`config.mk`:
```
export PLATFORM = sky130hd
export DESIGN_NAME = keypad_number_entry
export DESIGN_NICKNAME = d
export VERILOG_FILES = /design/src/hdl/kne_pkg.sv /design/src/hdl/kne_value.sv /design/src/hdl/kne_step.sv /design/src/hdl/keypad_number_entry.sv
export SDC_FILE = /design/constraint.sdc
export NUM_CORES = 1
export LEC_CHECK = 0
export BUFFER_PORTS_ARGS = -buffer_cell sky130_fd_sc_hd__buf_2
export CAP_MARGIN = 20
export CORE_MARGIN = 4
export CORE_UTILIZATION = 59
export CTS_BUF_LIST = sky130_fd_sc_hd__clkbuf_2 sky130_fd_sc_hd__clkbuf_4 sky130_fd_sc_hd__clkbuf_8
export DETAILED_ROUTE_END_ITERATION = 8
export PLACE_DENSITY = 0.8
export SYNTH_ARGS = -nofsm -noshare
export SYNTH_HDL_FRONTEND = slang
export SYNTH_HIERARCHICAL = 1
export SYNTH_SLANG_ARGS = --single-unit
```
`constraint.sdc`:
```
create_clock -name i_clk -period 9.99 [get_ports i_clk]
set_input_delay 1.4985 -clock i_clk [delete_from_list [all_inputs] [get_ports i_clk]]
set_output_delay 1.4985 -clock i_clk [all_outputs]
set_load 0.05 [all_outputs]
```
`src/hdl/kne_pkg.sv`:
```
// shared types, codes and helpers for the keypad number entry block
package kne_pkg;

    localparam int DIGIT_SLOTS_DEF = 5;
    localparam int CNT_W           = 3;
    localparam int KEY_W           = 4;
    localparam int CFG_W           = 16;
    localparam int CFG_IDX_W       = 2;
    localparam int ST_W            = 3;
    localparam int VAL_W           = 17;
    localparam int PROD_W          = 21;

    localparam logic [KEY_W-1:0] KEY_ZERO      = 4'd0;
    localparam logic [KEY_W-1:0] KEY_LAST_DIG  = 4'd9;
    localparam logic [KEY_W-1:0] KEY_OK        = 4'd10;
    localparam logic [KEY_W-1:0] KEY_BACK      = 4'd11;

    localparam logic [ST_W-1:0] ST_EDIT    = 3'd0;
    localparam logic [ST_W-1:0] ST_ACCEPT  = 3'd1;
    localparam logic [ST_W-1:0] ST_CANCEL  = 3'd2;
    localparam logic [ST_W-1:0] ST_DECLINE = 3'd3;
    localparam logic [ST_W-1:0] ST_IGNORE  = 3'd4;

    localparam logic [CFG_IDX_W-1:0] CFG_INITIAL = 2'd0;
    localparam logic [CFG_IDX_W-1:0] CFG_MIN     = 2'd1;
    localparam logic [CFG_IDX_W-1:0] CFG_MAX     = 2'd2;

    localparam logic      CMD_KEY   = 1'b0;
    localparam logic      CMD_START = 1'b1;

    typedef struct packed {
        logic             cmd;
        logic [KEY_W-1:0] key_code;
    } t_in_item;

    typedef struct packed {
        logic [CFG_W-1:0] value;
        logic [ST_W-1:0]  status;
        logic             active;
        logic [CNT_W-1:0] digit_count;
    } t_out_item;

    typedef struct packed {
        logic [CFG_W-1:0] initial_value;
        logic [CFG_W-1:0] min_value;
        logic [CFG_W-1:0] max_value;
    } t_cfg;

    typedef struct packed {
        logic [VAL_W-1:0] cur_old;
        logic [VAL_W-1:0] cur_new;
        logic             check;
        logic             in_range;
    } t_val_info;

    function automatic logic [PROD_W-1:0] times10(input logic [VAL_W-1:0] v);
        logic [PROD_W-1:0] w;
        w = PROD_W'(v);
        return (w << 3) + (w << 1);
    endfunction

endpackage

```
`src/hdl/kne_value.sv`:
```
// decimal value of the held digits, entry length limit and range check
module kne_value #(
    parameter int DIGIT_SLOTS = kne_pkg::DIGIT_SLOTS_DEF
) (
    input  logic [DIGIT_SLOTS-1:0][kne_pkg::KEY_W-1:0] i_digits,
    input  logic [kne_pkg::CNT_W-1:0]                  i_cnt,
    input  logic [kne_pkg::CNT_W-1:0]                  i_cnt_new,
    input  logic [kne_pkg::KEY_W-1:0]                  i_key,
    input  kne_pkg::t_cfg                              i_cfg,
    output kne_pkg::t_val_info                         o_info
);
    import kne_pkg::*;

    logic [KEY_W-1:0] dig_view [DIGIT_SLOTS];
    logic [VAL_W-1:0] pref     [DIGIT_SLOTS+1];
    logic [CNT_W-1:0] lim;
    logic [VAL_W-1:0] init_ext;
    logic [VAL_W-1:0] min_ext;
    logic [VAL_W-1:0] max_ext;

    assign init_ext = VAL_W'(i_cfg.initial_value);
    assign min_ext  = VAL_W'(i_cfg.min_value);
    assign max_ext  = VAL_W'(i_cfg.max_value);

    // new key sits at the slot the count points to
    always_comb begin
        for (int k = 0; k < DIGIT_SLOTS; k++) begin
            dig_view[k] = (CNT_W'(k) == i_cnt) ? i_key : i_digits[k];
        end
        pref[0] = '0;
        for (int k = 0; k < DIGIT_SLOTS; k++) begin
            pref[k+1] = VAL_W'(times10(pref[k]) + PROD_W'(dig_view[k]));
        end
    end

    // decimal digit count of max, capped at the slot count
    always_comb begin
        lim = CNT_W'(1)
            + CNT_W'(i_cfg.max_value >= CFG_W'(10))
            + CNT_W'(i_cfg.max_value >= CFG_W'(100))
            + CNT_W'(i_cfg.max_value >= CFG_W'(1000))
            + CNT_W'(i_cfg.max_value >= CFG_W'(10000));
        if (lim > CNT_W'(DIGIT_SLOTS)) begin
            lim = CNT_W'(DIGIT_SLOTS);
        end
    end

    always_comb begin
        o_info.cur_old = init_ext;
        o_info.cur_new = init_ext;
        for (int k = 1; k <= DIGIT_SLOTS; k++) begin
            if (i_cnt == CNT_W'(k)) begin
                o_info.cur_old = pref[k];
            end
            if (i_cnt_new == CNT_W'(k)) begin
                o_info.cur_new = pref[k];
            end
        end
        o_info.check    = (i_cnt_new >= lim)
                       || (times10(o_info.cur_new) > PROD_W'(i_cfg.max_value));
        o_info.in_range = (o_info.cur_new >= min_ext) && (o_info.cur_new <= max_ext);
    end

endmodule

```
`src/hdl/kne_step.sv`:
```
// entry session state: digit store, digit count, open flag and result decode
module kne_step #(
    parameter int DIGIT_SLOTS = kne_pkg::DIGIT_SLOTS_DEF
) (
    input  logic               i_clk,
    input  logic               i_rst_n,
    input  logic               i_fire,
    input  kne_pkg::t_in_item  i_item,
    input  kne_pkg::t_cfg      i_cfg,
    output kne_pkg::t_out_item o_result
);
    import kne_pkg::*;

    logic [DIGIT_SLOTS-1:0][KEY_W-1:0] r_digit;
    logic [CNT_W-1:0]                  r_cnt;
    logic                              r_open;
    logic [CNT_W-1:0]                  n_cnt;
    logic                              n_open;
    logic [CNT_W-1:0]                  cnt_new;
    logic                              has_room;
    logic                              wr_en;
    logic [CFG_W-1:0]                  val;
    logic [ST_W-1:0]                   st;
    t_val_info                         info;

    assign has_room = (r_cnt < CNT_W'(DIGIT_SLOTS));
    assign cnt_new  = has_room ? r_cnt + CNT_W'(1) : r_cnt;

    kne_value #(
        .DIGIT_SLOTS(DIGIT_SLOTS)
    ) u_value (
        .i_digits (r_digit),
        .i_cnt    (r_cnt),
        .i_cnt_new(cnt_new),
        .i_key    (i_item.key_code),
        .i_cfg    (i_cfg),
        .o_info   (info)
    );

    always_comb begin
        n_cnt  = r_cnt;
        n_open = r_open;
        wr_en  = 1'b0;
        val    = i_cfg.initial_value;
        st     = ST_EDIT;
        priority if (i_item.cmd == CMD_START) begin
            n_cnt  = '0;
            n_open = 1'b1;
        end else if (!r_open) begin
            st = ST_IGNORE;
        end else if (r_cnt == '0 && i_item.key_code == KEY_ZERO) begin
            n_cnt  = '0;
            n_open = 1'b0;
            st     = ST_CANCEL;
        end else if (i_item.key_code == KEY_BACK) begin
            if (r_cnt != '0) begin
                n_cnt = r_cnt - CNT_W'(1);
            end else begin
                n_open = 1'b0;
                st     = ST_CANCEL;
            end
        end else if (i_item.key_code == KEY_OK) begin
            val    = CFG_W'(info.cur_old);
            n_cnt  = '0;
            n_open = 1'b0;
            st     = ST_ACCEPT;
        end else if (i_item.key_code > KEY_LAST_DIG) begin
            val    = CFG_W'(info.cur_old);
            n_cnt  = '0;
            n_open = 1'b0;
            st     = ST_CANCEL;
        end else begin
            wr_en = has_room;
            n_cnt = cnt_new;
            if (info.check) begin
                if (info.in_range) begin
                    val = CFG_W'(info.cur_new);
                    st  = ST_ACCEPT;
                end else begin
                    st  = ST_DECLINE;
                end
                n_cnt  = '0;
                n_open = 1'b0;
            end else begin
                val = CFG_W'(info.cur_new);
            end
        end
    end

    always_ff @(posedge i_clk) begin
        if (!i_rst_n) begin
            r_cnt  <= '0;
            r_open <= 1'b0;
        end else if (i_fire) begin
            r_cnt  <= n_cnt;
            r_open <= n_open;
        end
    end

    always_ff @(posedge i_clk) begin
        for (int k = 0; k < DIGIT_SLOTS; k++) begin
            if (i_fire && wr_en && r_cnt == CNT_W'(k)) begin
                r_digit[k] <= i_item.key_code;
            end
        end
    end

    assign o_result.value       = val;
    assign o_result.status      = st;
    assign o_result.active      = n_open;
    assign o_result.digit_count = n_cnt;

endmodule

```
`src/hdl/keypad_number_entry.sv`:
```
// top level of the keypad number entry block
//
// builds a decimal number from key items. an input item carries a command
// (start a session or key press) and a key code; each accepted item gives
// exactly one result item with value, status, active flag and digit count.
// the input channel is i_valid / o_stall, the result channel o_valid /
// i_stall; an item moves at an edge where valid is high and stall is low.
// the input register holds each taken item, then the session logic and digit
// sum feed the result register that drives o_valid. throughput is one item
// per cycle while the receiver does not stall.
// when the receiver stalls the result register holds, the input register
// still takes one more item, and o_stall rises once both are full.
// configuration writes use i_cfg_valid / o_cfg_ready with a register index
// (0 initial value, 1 min value, 2 max value) and take effect at once;
// other indexes are dropped. write only while the block is idle.
// reset clears the session, the registers and both pipeline stages.
module keypad_number_entry #(
    parameter int DIGIT_SLOTS = kne_pkg::DIGIT_SLOTS_DEF
) (
    input  logic                          i_clk,
    input  logic                          i_rst_n,
    input  logic                          i_valid,
    output logic                          o_stall,
    input  kne_pkg::t_in_item             i_item,
    output logic                          o_valid,
    input  logic                          i_stall,
    output kne_pkg::t_out_item            o_item,
    input  logic                          i_cfg_valid,
    output logic                          o_cfg_ready,
    input  logic [kne_pkg::CFG_IDX_W-1:0] i_cfg_index,
    input  logic [kne_pkg::CFG_W-1:0]     i_cfg_data
);
    import kne_pkg::*;

    logic      r_in_valid;
    t_in_item  r_in_item;
    logic      r_out_valid;
    t_out_item r_out_item;
    t_cfg      r_cfg;
    t_out_item result;
    logic      out_ready;
    logic      in_take;
    logic      fire;

    assign out_ready   = !r_out_valid || !i_stall;
    assign o_stall     = r_in_valid && !out_ready;
    assign in_take     = i_valid && !o_stall;
    assign fire        = r_in_valid && out_ready;
    assign o_cfg_ready = 1'b1;

    kne_step #(
        .DIGIT_SLOTS(DIGIT_SLOTS)
    ) u_step (
        .i_clk   (i_clk),
        .i_rst_n (i_rst_n),
        .i_fire  (fire),
        .i_item  (r_in_item),
        .i_cfg   (r_cfg),
        .o_result(result)
    );

    always_ff @(posedge i_clk) begin
        if (!i_rst_n) begin
            r_in_valid  <= 1'b0;
            r_out_valid <= 1'b0;
        end else begin
            if (in_take) begin
                r_in_valid <= 1'b1;
            end else if (fire) begin
                r_in_valid <= 1'b0;
            end
            if (fire) begin
                r_out_valid <= 1'b1;
            end else if (!i_stall) begin
                r_out_valid <= 1'b0;
            end
        end
    end

    always_ff @(posedge i_clk) begin
        if (in_take) begin
            r_in_item <= i_item;
        end
        if (fire) begin
            r_out_item <= result;
        end
    end

    always_ff @(posedge i_clk) begin
        if (!i_rst_n) begin
            r_cfg <= '0;
        end else if (i_cfg_valid && o_cfg_ready) begin
            unique case (i_cfg_index)
                CFG_INITIAL: r_cfg.initial_value <= i_cfg_data;
                CFG_MIN:     r_cfg.min_value     <= i_cfg_data;
                CFG_MAX:     r_cfg.max_value     <= i_cfg_data;
                default: begin
                end
            endcase
        end
    end

    assign o_valid = r_out_valid;
    assign o_item  = r_out_item;

endmodule

```
* Word-level counts from Yosys, hierarchy flattened
Index checks and enable logic that the tools add are counted.
Cells by class: add/sub/neg operators 15, multiply operators 0, div/mod/pow operators 0, magnitude comparators 11, equality and inequality tests 19, shift operators 0, muxes and demuxes 59, bitwise logic cells 1, reduce and logical (&&, ||, !) cells 27
Operators with widths (number):
- two-way mux 16 bit | 16
- two-way mux 3 bit | 16
- adder 17 x 4 -> 17 bit | 2
- two-way mux 17 bit | 2
- adder 20 x 18 -> 21 bit | 1
- greater-than comparator 21 x 16 -> 1 bit | 1
- two-way mux 4 bit | 5
- two-way mux 1 bit | 18
- adder 17 x 15 -> 17 bit | 1
- adder 17 bit | 1
- greater-or-equal comparator 17 x 16 -> 1 bit | 1
- <= comparator 17 x 16 -> 1 bit | 1
- greater-or-equal comparator 16 x 10 -> 1 bit, second input constant | 1
- greater-or-equal comparator 16 x 14 -> 1 bit, second input constant | 1
- greater-or-equal comparator 16 x 4 -> 1 bit, second input constant | 1
- greater-or-equal comparator 16 x 7 -> 1 bit, second input constant | 1
- adder 13 x 4 -> 14 bit | 1
- adder 12 x 10 -> 13 bit | 1
- equality test 3 x 2 -> 1 bit, second input constant | 4
- equality test 3 bit, second input constant | 4
- logical AND 1 bit | 11
- adder 8 x 4 -> 9 bit | 1
- adder 7 x 5 -> 8 bit | 1
- equality test 4 bit, second input constant | 2
- 28 further kinds | 38
Word-level totals: register bits after elaboration 102, latch bits 0, bits in writable memories 0, memory bits (read-only) 0, bits of input ports 28, word-level logic and storage cells 152, memories kept 0

* Depth between registers and ports, before layout
depth in word-level cells 21, mapped depth 51, gate-level depth less buffers 47

* By module
The synthesis kept the hierarchy.
Modules (own cells, without submodules):
- kne_value | times used 1, cells an instance 834, area each 6055.8 um^2, sequential area each 0.0 um^2
- keypad_number_entry | times used 1, cells an instance 214, area each 2761.4 um^2, sequential area each 1841.8 um^2
- kne_step | times used 1, cells an instance 147, area each 1590.3 um^2, sequential area each 680.7 um^2

* Worst setup path before layout
Ideal clock, no wire load.
path type flip-flop to flip-flop, start reg u_step.r_cnt[0], end reg r_out_item (netlist bit o_item[13]), data pin, arrival 10.430 ns, required time 9.727 ns, slack -0.702 ns, stages on the path, launching flop included 49, buffers on the path 5, period minus slack after synthesis 10.692 ns, cells stage by stage dfxtp_1 -> clkbuf_1 -> and3_1 -> clkbuf_1 -> mux2_2 -> ha_1 -> ha_1 -> fa_1 -> xor2_1 -> ha_1 -> ha_1 -> nand3_1 -> o211ai_1 -> nor2_1 -> xor2_1 -> inv_1 -> ha_1 -> ha_1 -> (+13 left out) -> ha_1 -> a21oi_1 -> o21a_1 -> xnor2_1 -> ha_1 -> o211ai_1 -> a31oi_1 -> a211o_1 -> a21oi_1 -> a21oi_1 -> or4_1 -> a211o_1 -> nor2b_1 -> or2_2 -> buf_2 -> buf_2 -> o22ai_1 -> a2bb2oi_2
RTL lines:
- from (decl) | line kne_step.sv:15 | logic [CNT_W-1:0] r_cnt;
- from (signal assigned) | line kne_step.sv:95 | r_cnt <= n_cnt;
- to (signal assigned) | line keypad_number_entry.sv:85 | r_out_item <= result;
- to (decl) | line keypad_number_entry.sv:38 | t_out_item r_out_item;

==> results by group <==
Critical path
  • Worst path max stage delay: 0.48 ns
  • Critical path depth: 46
  • Reg2reg end: o_item[13]$_DFFE_PP_
  • WP buf/inv: 5
  • WP data arrival: 10.14 ns
  • R2R cell count: between 40 and 50
  • Crit-path slowest cell: a2111o_1
  • Worst Path Required: 10.24 ns
  • R2r setup slk: around 0.11 ns
  • Setup Crit Path Kind: reg2reg
  • Crit path max fanout: 7
  • Worst Setup End Kind: flop
  • Worst r2r src: u_step/r_cnt[2]$_SDFFE_PN0P_
  • Cell family with most CP delay: adder cells
  • Crit path launch type: flop

Layout
  • Area of the multi-input gates: between 8000 and 9000 um^2
  • Share of layout cells above drive strength 1: between 20% and 30%
  • Most common cell after layout, fill and taps aside: nand2_1
  • Layout Utilization: around three quarters
  • Sequential cell area: 2531 um^2
  • Area Growth Syn to Fin: 23.45%
  • Fillers: 1237
  • N_diodes: 0
  • Commonest cells after routing, fill and taps aside: nand2_1, buf_4, ha_1
  • Layout Nets: 1526

Placement
  • Final RePlAce weighted congestion: 0.9876
  • Port bufs: 52
  • DP HPWL: between 20000 and 25000 um

Floorplanning
  • # rows: between 40 and 50
  • Initial Util: 60.13%
  • Chip height: roughly 140 um
  • Die Area: about 20000 um^2
  • Die W: about 140 um
  • Core area: 17300 um^2
  • # IOs: 54

GRT
  • Grt ovf: 0
  • GRT Total Usage: 31.16%
  • First-pass GRT wire length: 50130 um
  • Largest net degree at the start of global routing: 70
  • Vias in the first global route: around 9600
  • Initial antenna violation count: 2

Timing
  • Max-slew violations: 0
  • Tcrit/Tclk final: 98.95%
  • Fmax: between 100 and 150 MHz
  • Setup_tns: 0 ns
  • Worst-margin pin slew: 1.196 ns
  • Setup violations, final: 0
  • Relative slew slack: 20.26%
  • Minimum clock period: ~9.9 ns
  • Clock Skews: ~0.014 ns
  • Fin. Hold Viols: 0

Clock tree
  • CTS Sinks: between 100 and 150
  • Worst-case clock buffer depth: 2
  • Clock transition at path regs: ~0.12 ns
  • Root buf cell: clkbuf_8
  • H-tree levels: 3
  • Total CTS buffers: 9
  • CTS tree: built
  • Later-pin clock latency in the skew report: ~0.40 ns

Routing
  • Vias per Instance: around 6.5
  • First DRT Iteration DRCs: between 1000 and 1500
  • Antenna Nets Post-Route: 0
  • First-pass DRT Iterations: 6
  • WL final: roughly 33000 um
  • DR vias: just over 10000
  • # DRC: 0
  • Post-DR wirelength/cell: around 21 um

Hold path
  • Worst Hold End: r_cfg[19]$_SDFFE_PN0P_
  • Worst hold stages: 2
  • Hold Crit Start: r_cfg[19]$_SDFFE_PN0P_
  • Hold crit path type: reg2reg

Synthesis
  • Mean Syn Cell Area: between 8 and 9 um^2
  • Post-Syn Instances: around 1200
  • Post-Syn Nets: ~1400
  • Post-synthesis instance area: 10400 um^2
  • Synth Warn #: 6

Flow run
  • Max Cap Viol: 0

Run status
  • Status: finished, final reports clean
layout make-up:
cell class,count,share of cell area (%)
Timing Repair Buffer,187,10.57
Clock buffer,9,0.9648
Sequential cell,102,19.72
Multi-Input combinational cell,960,63.34
Tap cell,225,2.193
Clock inverter,7,0.7407
Inverter,84,2.475
worst reg2reg max path: cells and delay by family, from the launching register on:
family | cells | cell delay [ns]
DFF | 1 | 0.38
buffers and inverters | 5 | 0.67
xor gates and xnor gates | 4 | 0.61
and+or+nand+nor | 9 | 1.61
muxes | 1 | 0.32
AOI/OAI and AO/OA | 16 | 3.03
adders and majority gates | 11 | 3.10
per-stage QoR:
stage,std cells,instance area [um^2],hold slack [ns],setup WS (ns)
floorplan,1193,10530,0.4385,0.01543
global placement,1518,11530,0.4468,0.1496
detailed placement,1518,11530,0.4568,-0.1074
CTS,1534,11760,0.4742,0.007485
global route,1574,12840,0.5015,-0.2716
finish,1574,12840,0.4726,0.1051
worst max path at each step:
| stage | slack [ns] | start | end |
|---|---|---|---|
| 2_1_floorplan | 0.02 | u_step/r_cnt[0]$_SDFFE_PN0P_ | o_item[15]$_DFFE_PP_ |
| 3_3_place_gp | 0.15 | u_step/r_cnt[0]$_SDFFE_PN0P_ | o_item[18]$_DFFE_PP_ |
| 5_1_grt | -0.27 | u_step/r_cnt[2]$_SDFFE_PN0P_ | o_item[11]$_DFFE_PP_ |
| 3_5_place_dp | -0.11 | u_step/r_cnt[0]$_SDFFE_PN0P_ | o_item[14]$_DFFE_PP_ |
| 4_1_cts | 0.007 | u_step/r_cnt[0]$_SDFFE_PN0P_ | o_item[14]$_DFFE_PP_ |
| 6_report | 0.11 | u_step/r_cnt[2]$_SDFFE_PN0P_ | o_item[13]$_DFFE_PP_ |
what timing repair did:
item / 4_1_cts / 5_1_grt
hold buffers: 0 / 0
buffers inserted: 0 / 36
gates cloned: 0 / 2
resized for setup: 3 / 130
pin swaps: 0 / 79
setup endpoints to repair: 17 / 26
flip-flops by register name, indices dropped and copies added, names as in the netlist:
| signal | flops |
|---|---|
| r_cfg | 48 |
| o_valid | 1 |
| u_step/r_digit | 20 |
| r_in_item | 5 |
| u_step/r_open | 1 |
| r_in_valid | 1 |
| o_item | 23 |
| u_step/r_cnt | 3 |
layer usage:
metal	GRT usage (%)	vias up	wire (um)
li1	-	4738	-
met1	42.23	4797	13650
met2	50.73	554	15480
met3	5.495	113	3002
met4	9.944	4	1266
met5	0	-	21
Power is left out: the tool's default activity adds up to more than one toggle a clock period on the data nets, which glitch-free logic cannot reach.
